$ cat src/design/pfa_pkg.sv
// Shared types and constants for the partition fit allocator.
// Used by pfa_cell and partition_fit_allocator_unit; no dependencies.
package pfa_pkg;

  localparam int SizeW    = 16;   // request and partition size as seen on the ports
  localparam int IdxW     = 5;    // partition index, also scan count (at most 31)
  localparam int CntW     = 5;    // free partition count
  localparam int SumW     = 20;   // unused space
  localparam int UsedW    = 21;   // used space, two's complement
  localparam int PageW    = 16;   // request counter
  localparam int SlotW    = 4;    // slot number and slot index fields
  localparam int CfgIdxW  = 4;
  localparam int InDataW  = 24;
  localparam int OutDataW = 104;

  localparam logic [CfgIdxW-1:0] CfgTotalMem   = 4'd0;
  localparam logic [CfgIdxW-1:0] CfgSlotsInUse = 4'd1;

  typedef enum logic [2:0] {
    OpLoad   = 3'd0,
    OpFirst  = 3'd1,
    OpBest   = 3'd2,
    OpWorst  = 3'd3,
    OpNext   = 3'd4,
    OpReport = 3'd5
  } pfa_op_e;

  // Broadcast to every cell; op, req and start are held steady while a token runs down the chain
  typedef struct packed {
    pfa_op_e           op;
    logic [SizeW-1:0]  req;
    logic [IdxW-1:0]   n;
    logic [IdxW-1:0]   start;
  } pfa_scan_t;

  // Single-partition update: load or allocation commit
  typedef struct packed {
    logic              en;
    logic              set_taken;
    logic [IdxW-1:0]   idx;
    logic [SizeW-1:0]  size;
  } pfa_wr_t;

  // Search token: main candidate, wrap candidate for next fit, report sums
  typedef struct packed {
    logic              a_hit;
    logic [IdxW-1:0]   a_idx;
    logic [SizeW-1:0]  a_size;
    logic              w_hit;
    logic [IdxW-1:0]   w_idx;
    logic [SizeW-1:0]  w_size;
    logic [CntW-1:0]   free_cnt;
    logic [SumW-1:0]   unused;
  } pfa_rec_t;

endpackage

$ cat src/design/pfa_cell.sv
// One partition of the allocator chain: holds size and taken flag, and
// refines the search token passing through it. Depends on pfa_pkg.
module pfa_cell import pfa_pkg::*; #(
  parameter int IDX       = 0,
  parameter int SIZE_BITS = 16
) (
  input  logic      clk_i,
  input  logic      rst_ni,
  input  pfa_scan_t scan_i,
  input  pfa_wr_t   wr_i,
  input  logic      tok_valid_i,
  input  pfa_rec_t  tok_i,
  output logic      tok_valid_o,
  output pfa_rec_t  tok_o
);

  // Cells at 31 and above are never scanned nor written
  localparam bit              Reach = (IDX < 31);
  localparam logic [IdxW-1:0] Idx5  = Reach ? IdxW'(IDX) : 5'd31;

  logic [SIZE_BITS-1:0] size_q;
  logic                 taken_q;
  logic                 tok_valid_q;
  pfa_rec_t             tok_q, rec_d;
  logic [SizeW-1:0]     size_w;
  logic                 active, fit;

  assign size_w = SizeW'(size_q);
  assign active = Reach && (Idx5 < scan_i.n);
  assign fit    = active && !taken_q && (size_w >= scan_i.req);

  always_comb begin
    rec_d = tok_i;
    if (active) begin
      if (!taken_q) rec_d.free_cnt = tok_i.free_cnt + CntW'(1);
      rec_d.unused = tok_i.unused + SumW'(size_w);
    end
    case (scan_i.op)
      OpFirst, OpNext: begin
        if (fit && !tok_i.a_hit && (Idx5 >= scan_i.start)) begin
          rec_d.a_hit  = 1'b1;
          rec_d.a_idx  = Idx5;
          rec_d.a_size = size_w;
        end
        // first fit overall, taken when nothing turns up at or after the start
        if (fit && !tok_i.w_hit) begin
          rec_d.w_hit  = 1'b1;
          rec_d.w_idx  = Idx5;
          rec_d.w_size = size_w;
        end
      end
      OpBest: begin
        if (fit && (!tok_i.a_hit || (size_w < tok_i.a_size))) begin
          rec_d.a_hit  = 1'b1;
          rec_d.a_idx  = Idx5;
          rec_d.a_size = size_w;
        end
      end
      OpWorst: begin
        if (fit && (!tok_i.a_hit || (size_w > tok_i.a_size))) begin
          rec_d.a_hit  = 1'b1;
          rec_d.a_idx  = Idx5;
          rec_d.a_size = size_w;
        end
      end
      default: ;
    endcase
  end

  always_ff @(posedge clk_i or negedge rst_ni) begin
    if (!rst_ni) begin
      size_q      <= '0;
      taken_q     <= 1'b0;
      tok_valid_q <= 1'b0;
    end else begin
      tok_valid_q <= tok_valid_i;
      if (wr_i.en && Reach && (wr_i.idx == Idx5)) begin
        size_q  <= SIZE_BITS'(wr_i.size);
        taken_q <= wr_i.set_taken;
      end
    end
  end

  always_ff @(posedge clk_i) begin
    if (tok_valid_i) tok_q <= rec_d;
  end

  assign tok_valid_o = tok_valid_q;
  assign tok_o       = tok_q;

endmodule

$ cat src/design/partition_fit_allocator_unit.sv
// Channel   | Dir | Handshake                  | Payload
// s_axis    | in  | s_axis_tvalid/tready       | tuser: operation; tdata: size, slot
// m_axis    | out | m_axis_tvalid/tready       | tuser: found; tdata: result fields
// cfg       | in  | cfg_valid_i/cfg_ready_o    | cfg_index_i, cfg_data_i
//
// Allocate and report items pass from idle through setup into the scan: the
// search token steps through one cell per cycle. For next fit, setup first
// folds last_slot+1 below the scan count by repeated subtraction.
// Load and no-op items go straight from idle to done. Reset clears every partition at once.
// A finished result waits in the output register while the next item is taken.
// Top level of the partition fit allocator; depends on pfa_pkg and pfa_cell.
module partition_fit_allocator_unit import pfa_pkg::*; #(
  parameter int SLOTS     = 16,
  parameter int SIZE_BITS = 16
) (
  input  logic                clk_i,
  input  logic                rst_ni,
  input  logic                s_axis_tvalid,
  output logic                s_axis_tready,
  // [15:0] size_value, [19:16] slot_number, [23:20] zero
  input  logic [InDataW-1:0]  s_axis_tdata,
  // [2:0] operation
  input  logic [2:0]          s_axis_tuser,
  output logic                m_axis_tvalid,
  input  logic                m_axis_tready,
  // [3:0] slot_index, [19:4] original_size, [35:20] remaining_size,
  // [51:36] page_number, [56:52] free_slots, [76:57] unused_space,
  // [97:77] used_space, [103:98] zero
  output logic [OutDataW-1:0] m_axis_tdata,
  // [0] found
  output logic                m_axis_tuser,
  input  logic                cfg_valid_i,
  output logic                cfg_ready_o,
  input  logic [CfgIdxW-1:0]  cfg_index_i,
  input  logic [15:0]         cfg_data_i
);

  localparam logic [1:0] StIdle  = 2'd0;
  localparam logic [1:0] StSetup = 2'd1;
  localparam logic [1:0] StScan  = 2'd2;
  localparam logic [1:0] StDone  = 2'd3;

  localparam logic [IdxW-1:0] SlotCap = (SLOTS >= 31) ? 5'd31 : IdxW'(SLOTS);

  logic [1:0]          state_q, state_d;
  pfa_op_e             op_q, op_d, op_in;
  logic [SizeW-1:0]    req_q, req_d, req_in;
  logic [IdxW-1:0]     start_q, start_d, n_w;
  logic [PageW-1:0]    cnt_q, cnt_d;
  logic [SlotW-1:0]    last_q, last_d;
  logic [15:0]         total_q;
  logic [IdxW-1:0]     slots_q;

  logic                res_found_q, res_found_d;
  logic [SlotW-1:0]    res_slot_q, res_slot_d;
  logic [SizeW-1:0]    res_orig_q, res_orig_d, res_rem_q, res_rem_d;
  logic [CntW-1:0]     res_free_q, res_free_d;
  logic [SumW-1:0]     res_unused_q, res_unused_d;
  logic [UsedW-1:0]    res_used_q, res_used_d;

  logic                m_valid_q, m_valid_d, m_user_q, m_user_d;
  logic [OutDataW-1:0] m_data_q, m_data_d;

  logic                s_acc, inject;
  pfa_wr_t             wr;
  pfa_scan_t           scan;
  logic                tok_vld [SLOTS+1];
  pfa_rec_t            tok     [SLOTS+1];
  pfa_rec_t            rec;
  logic                sel_hit;
  logic [IdxW-1:0]     sel_idx;
  logic [SizeW-1:0]    sel_size;
  logic [PageW-1:0]    page_w;

  assign s_axis_tready = (state_q == StIdle);
  assign s_acc         = s_axis_tvalid && s_axis_tready;
  assign op_in         = pfa_op_e'(s_axis_tuser);
  assign req_in        = SizeW'(SIZE_BITS'(s_axis_tdata[15:0]));
  assign n_w           = (slots_q > SlotCap) ? SlotCap : slots_q;
  assign cfg_ready_o   = 1'b1;

  assign scan.op    = op_q;
  assign scan.req   = req_q;
  assign scan.n     = n_w;
  assign scan.start = start_q;

  assign tok_vld[0] = inject;
  assign tok[0]     = '0;

  for (genvar g = 0; g < SLOTS; g++) begin : g_cell
    pfa_cell #(
      .IDX       (g),
      .SIZE_BITS (SIZE_BITS)
    ) u_cell (
      .clk_i       (clk_i),
      .rst_ni      (rst_ni),
      .scan_i      (scan),
      .wr_i        (wr),
      .tok_valid_i (tok_vld[g]),
      .tok_i       (tok[g]),
      .tok_valid_o (tok_vld[g+1]),
      .tok_o       (tok[g+1])
    );
  end

  // Next fit falls back to the first fit below the start when it finds nothing
  assign rec      = tok[SLOTS];
  assign sel_hit  = (op_q == OpNext && !rec.a_hit) ? rec.w_hit  : rec.a_hit;
  assign sel_idx  = (op_q == OpNext && !rec.a_hit) ? rec.w_idx  : rec.a_idx;
  assign sel_size = (op_q == OpNext && !rec.a_hit) ? rec.w_size : rec.a_size;
  assign page_w   = (op_q == OpLoad) ? '0 : cnt_q;

  always_comb begin
    state_d      = state_q;
    op_d         = op_q;
    req_d        = req_q;
    start_d      = start_q;
    cnt_d        = cnt_q;
    last_d       = last_q;
    res_found_d  = res_found_q;
    res_slot_d   = res_slot_q;
    res_orig_d   = res_orig_q;
    res_rem_d    = res_rem_q;
    res_free_d   = res_free_q;
    res_unused_d = res_unused_q;
    res_used_d   = res_used_q;
    m_valid_d    = m_valid_q;
    m_user_d     = m_user_q;
    m_data_d     = m_data_q;
    inject       = 1'b0;
    wr           = '0;

    if (m_valid_q && m_axis_tready) m_valid_d = 1'b0;

    case (state_q)
      StIdle: begin
        if (s_acc) begin
          op_d         = op_in;
          req_d        = req_in;
          res_found_d  = 1'b0;
          res_slot_d   = '0;
          res_orig_d   = '0;
          res_rem_d    = '0;
          res_free_d   = '0;
          res_unused_d = '0;
          res_used_d   = '0;
          if (op_in != OpLoad) cnt_d = cnt_q + PageW'(1);
          case (op_in)
            OpLoad: begin
              wr.en        = 1'b1;
              wr.set_taken = 1'b0;
              wr.idx       = IdxW'(s_axis_tdata[19:16]);
              wr.size      = req_in;
              state_d      = StDone;
            end
            OpFirst, OpBest, OpWorst, OpReport: begin
              start_d = '0;
              state_d = StSetup;
            end
            OpNext: begin
              start_d = IdxW'(last_q) + IdxW'(1);
              state_d = StSetup;
            end
            default: state_d = StDone;
          endcase
        end
      end
      StSetup: begin
        // fold the next-fit start below the scan count, one subtraction a cycle
        if (n_w != '0 && start_q >= n_w) begin
          start_d = start_q - n_w;
        end else begin
          inject  = 1'b1;
          state_d = StScan;
        end
      end
      StScan: begin
        if (tok_vld[SLOTS]) begin
          if (op_q == OpReport) begin
            res_free_d   = rec.free_cnt;
            res_unused_d = rec.unused;
            res_used_d   = UsedW'(total_q) - UsedW'(rec.unused);
          end else if (sel_hit) begin
            res_found_d  = 1'b1;
            res_slot_d   = sel_idx[SlotW-1:0];
            res_orig_d   = sel_size;
            res_rem_d    = sel_size - req_q;
            wr.en        = 1'b1;
            wr.set_taken = 1'b1;
            wr.idx       = sel_idx;
            wr.size      = sel_size - req_q;
            if (op_q == OpFirst || op_q == OpNext) last_d = sel_idx[SlotW-1:0];
          end
          state_d = StDone;
        end
      end
      StDone: begin
        if (!m_valid_q || m_axis_tready) begin
          m_valid_d = 1'b1;
          m_user_d  = res_found_q;
          m_data_d  = {6'b0, res_used_q, res_unused_q, res_free_q, page_w,
                       res_rem_q, res_orig_q, res_slot_q};
          state_d   = StIdle;
        end
      end
      default: state_d = StIdle;
    endcase
  end

  always_ff @(posedge clk_i or negedge rst_ni) begin
    if (!rst_ni) begin
      state_q   <= StIdle;
      cnt_q     <= '0;
      last_q    <= '0;
      total_q   <= '0;
      slots_q   <= 5'd16;
      m_valid_q <= 1'b0;
    end else begin
      state_q   <= state_d;
      cnt_q     <= cnt_d;
      last_q    <= last_d;
      m_valid_q <= m_valid_d;
      if (cfg_valid_i && cfg_ready_o) begin
        case (cfg_index_i)
          CfgTotalMem:   total_q <= cfg_data_i;
          CfgSlotsInUse: slots_q <= cfg_data_i[IdxW-1:0];
          default: ;
        endcase
      end
    end
  end

  always_ff @(posedge clk_i) begin
    op_q         <= op_d;
    req_q        <= req_d;
    start_q      <= start_d;
    res_found_q  <= res_found_d;
    res_slot_q   <= res_slot_d;
    res_orig_q   <= res_orig_d;
    res_rem_q    <= res_rem_d;
    res_free_q   <= res_free_d;
    res_unused_q <= res_unused_d;
    res_used_q   <= res_used_d;
    m_user_q     <= m_user_d;
    m_data_q     <= m_data_d;
  end

  assign m_axis_tvalid = m_valid_q;
  assign m_axis_tuser  = m_user_q;
  assign m_axis_tdata  = m_data_q;

  a_token_only_in_scan: assert property (@(posedge clk_i) disable iff (!rst_ni)
    tok_vld[SLOTS] |-> (state_q == StScan))
    else $error("search token left the chain outside a scan");

  a_pick_in_range: assert property (@(posedge clk_i) disable iff (!rst_ni)
    (tok_vld[SLOTS] && rec.a_hit) |-> (rec.a_idx < n_w))
    else $error("chosen partition lies beyond the scan count");

  a_start_folded: assert property (@(posedge clk_i) disable iff (!rst_ni)
    inject |-> ((start_q < n_w) || (n_w == '0)))
    else $error("next-fit start not reduced below the scan count");

  a_count_step: assert property (@(posedge clk_i) disable iff (!rst_ni)
    (s_acc && op_in != OpLoad) |=> (cnt_q == $past(cnt_q) + PageW'(1)))
    else $error("request counter missed a step");

endmodule

$ cat config.mk
export PLATFORM = sky130hd
export DESIGN_NAME = partition_fit_allocator_unit
export DESIGN_NICKNAME = d
export VERILOG_FILES = /design/src/design/pfa_pkg.sv /design/src/design/pfa_cell.sv /design/src/design/partition_fit_allocator_unit.sv
export SDC_FILE = /design/constraint.sdc
export NUM_CORES = 2
export LEC_CHECK = 0
export BUFFER_PORTS_ARGS = -buffer_cell sky130_fd_sc_hd__buf_2
export CAP_MARGIN = 20
export CORE_MARGIN = 8
export CORE_UTILIZATION = 38
export CTS_BUF_LIST = sky130_fd_sc_hd__clkbuf_8
export CTS_CLUSTER_DIAMETER = 150
export CTS_CLUSTER_SIZE = 8
export DETAILED_ROUTE_END_ITERATION = 16
export PLACE_DENSITY = 0.55
export SLEW_MARGIN = 30
export SYNTH_ARGS = -nofsm -noshare
export SYNTH_HDL_FRONTEND = slang
export SYNTH_SLANG_ARGS = --single-unit
$ cat constraint.sdc
create_clock -name clk_i -period 15.7 [get_ports clk_i]
set_input_delay 0.785 -clock clk_i [delete_from_list [all_inputs] [get_ports clk_i]]
set_output_delay 0.785 -clock clk_i [all_outputs]
set_load 0.005 [all_outputs]
==> results.cfg <==
[clocking]
root_buffer = clkbuf_8
cts_buffers = 213
htree_levels = 4
clock_latency_ps = 980
cts_setup_buffers = 0
cts.sinks = 1560
hold_buffers = 32
clk_pin_slew_worst_paths_ps = 60
cts_resized = 0
cts_tree = yes
clockBufferDepth = 3

[drt]
routedWlPerCell_um = 24.57
highest_layer = met5
drt_iter0_drc = 4441
drc = 0
wl_met2_um = 123900
wirelength_um = 262300
drtAntennaViolNets = 0
wl_met3_um = 16100
viasPerCell = 5.407
vias = 57730
wl_met1_um = 111000
first_pass_iters = 6

[power_and_ir_drop]
power.share.switching_pct = 35.68
power_frac_seq_pct = 49.7
power_density_nw_per_um2 = 146.3
leakagePower_nw = 39.47
internal_power_mw = 8.874
comb_power_share_pct = 29.4
p_clk_share_pct = 20.8
net-switching-power_mw = 4.923
peakVddDrop_mv = 0.1389

[synthesis]
syn-instance-count = 7171
synth-edff-count = 1228
yosysWarnings = 0
syn_avg_cell_area_um2 = 11.88
syn_area_um2 = 85200
async_reset_ff_share_pct = 21.28
synth_seq_cells = 1560
synth_top_family_by_area = adder cells
ys_dominant_reg_cell = edfxtp_1
muxShareOfSynthArea_pct = 7.595
synth_compound_area_share_pct = 11.39
synth_fa_ha_area_share_pct = 12.07
synth-xor-area-share_pct = 3.197
synth_simple_gate_area_share_pct = 9.909
synth_cell_types = 92
yosysSeqAreaShare_pct = 53.03

[setup_path]
critical_path.endpoint_type = flip-flop
start_kind = flip-flop
arrival_ps = 6130
criticalPathCategory = reg2reg
critPathRequiredTime_ps = 16540
crit_fanout = 22
reg2reg_slack_ps = 10410

[timing]
rsz0062_at_grt = no
maxSlewHeadroom_pct = 31.88
finalClockSkew_ps = 64.82
fin_crit_ps = 5292
whs_ps = 123.9
finalSetupViolations = 0
fmax_ghz = 0.1890
period_share_pct = 33.71
tns_ps = 0
tightest_slew_ps = 1022
slew_viol_final = 0
hold_viol_final = 0

[die]
fp.coreArea_um2 = 223800
rows = 174
start_util_pct = 38.07
die_w_um = 489.5
dieArea_um2 = 239600
num_io_pins = 160
die_h_um = 489.5

[placed_design]
finalWeightedCongestion = 0.8848
hpwlAfterDp_um = 193100
io_buffers = 148

[layout]
drive_above_1_share_pct = 15.76
layout.nets = 8362
area_growth_pct = 10.70

[global_route]
antenna_found_initial = 20
grt_max_degree = 143
grt_pass1_vias = 56450
overflow = 0
grt_pass1_wl_um = 379200
track_usage_pct = 21.26

[run_status]
status = finished clean

[run]
drv_cap = 0

[min_path]
hp-class = in2reg
cell type report:
type | count | area [um^2]
fill | 20960 | 129500
sequential | 1560 | 45200
multi-input combinational | 5020 | 37970
tap | 2992 | 3744
clock buffer | 215 | 2959
timing repair buffer | 323 | 2243
inverter | 381 | 1430
clock inverter | 177 | 743.2
antenna | 9 | 22.52
registers in the layout (all words and copies together), names as in the netlist, 20 cells and up:
register	count
res_used_q	21
res_unused_q	20
m_axis_tdata	98
g_cell.u_cell.size_q	256
g_cell.u_cell.tok_o	1022
Yosys cell counts (all sizes together) (11+ instances only):
master / number / area [um^2]
o211ai: 30 / 225.2
clkbuf: 129 / 484.2
o31a: 14 / 122.6
nand3: 87 / 435.4
nor4: 17 / 112.6
and4: 14 / 122.6
nor3: 96 / 511.8
nand2: 493 / 1851
o21bai: 46 / 345.3
dfrtp: 331 / 8283
mux2: 545 / 6137
nand2b: 103 / 644.4
a31oi: 30 / 202.7
fa: 18 / 360.4
xor2: 160 / 1401
and2: 100 / 625.6
a21oi: 477 / 2399
o2111ai: 11 / 102.6
and3: 30 / 187.7
nor2b: 146 / 913.4
inv: 381 / 1430
or2: 53 / 331.6
mux2i: 33 / 334.1
o31ai: 48 / 360.4
edfxtp: 1228 / 36880
xnor2: 151 / 1323
ha: 793 / 9922
a211oi: 49 / 385.4
or3: 35 / 219.0
o21a: 70 / 525.5
a22oi: 17 / 127.6
nand4: 94 / 588.1
o21ai: 464 / 2322
nor2: 431 / 1628
a21o: 224 / 1682
buf: 86 / 471.7
path summary, 6_finish.rpt:
| path | endpoint | depth (start not counted) | start |
|---|---|---|---|
| min in group asynchronous | g_cell[5].u_cell.tok_valid_o | 2 | rst_ni |
| hold reg to reg | m_axis_tdata[68] | 0 | res_unused_q[11] |
| setup reg to reg | g_cell[12].u_cell.size_q[14] | 16 | op_q[1] |
| max in group asynchronous | g_cell[14].u_cell.tok_valid_o | 4 | rst_ni |
| hold / removal | slots_q[1] | 2 | cfg_data_i[1] |
| setup / recovery | g_cell[12].u_cell.size_q[14] | 16 | op_q[1] |
kinds of logic (layout without fill, tap and decap cells):
kind of cell	count (synthesis)	in the layout
flops	1560	1560
mux	578	578
simple gates	1733	1733
other cells	2	16
fa+ha+maj	811	811
xor+xnor	311	311
compound gates	1580	1580
buf+inv	596	1096
layout by cell type, fill, tap and decap left out, types with 133 or more instances in the layout:
cell type and n:
clkbuf_8 215, xor2_1 160, buf_2 147, buf_4 133, mux2_2 530, ha_1 793
nor2b_1 142, o21ai_0 454, a21oi_1 467, nor2_1 423, edfxtp_1 1228, a21o_1 224
nand2_1 485, inv_1 545, dfrtp_1 316, xnor2_1 151
routing by layer:
layer | track usage (%) | up-vias
met2 | 35.84 | 1742
li1 | - | 27120
met5 | 0 | -
met4 | 8.117 | 2
met1 | 27.40 | 28410
met3 | 3.700 | 459
worst max-delay path: stages, from the launching register on:
cell	delay, ps
edfxtp_1	710
and2b_1	380
nor3b_4	180
buf_4	390
mux2i_1	200
ha_1	260
fa_1	430
nor2b_1	130
o21ai_0	100
a21boi_0	490
o21a_1	240
nor3_1	80
o31ai_1	280
xor2_1	580
a22oi_2	140
buf_4	290
o21ai_0	210
stage by stage:
step                      instance area, um^2  setup slack, ps  util (%)  power (mW)  cells
final                                   94320            10410     42.14       13.80  10680
after global routing                    94310            10230     42.14       14.54  10680
after detailed placement                90160            10610     40.29       10.96  10240
after CTS                               94180            10500     42.08       13.89  10660
after global placement                  90060            10660     40.24       10.86  10230
after floorplan                         85220            10460         -       9.227   7176
power by group through the flow:
stage	clock network (mW)	logic [mW]	registers, mW
final	2.87	4.06	6.86
after global routing	3.13	4.45	6.97
after CTS	2.97	4.05	6.87
after detailed placement	0	4.01	6.94
after global placement	0	3.93	6.93
after floorplan	0	2.31	6.91
(Power assumes the default switching activity.)
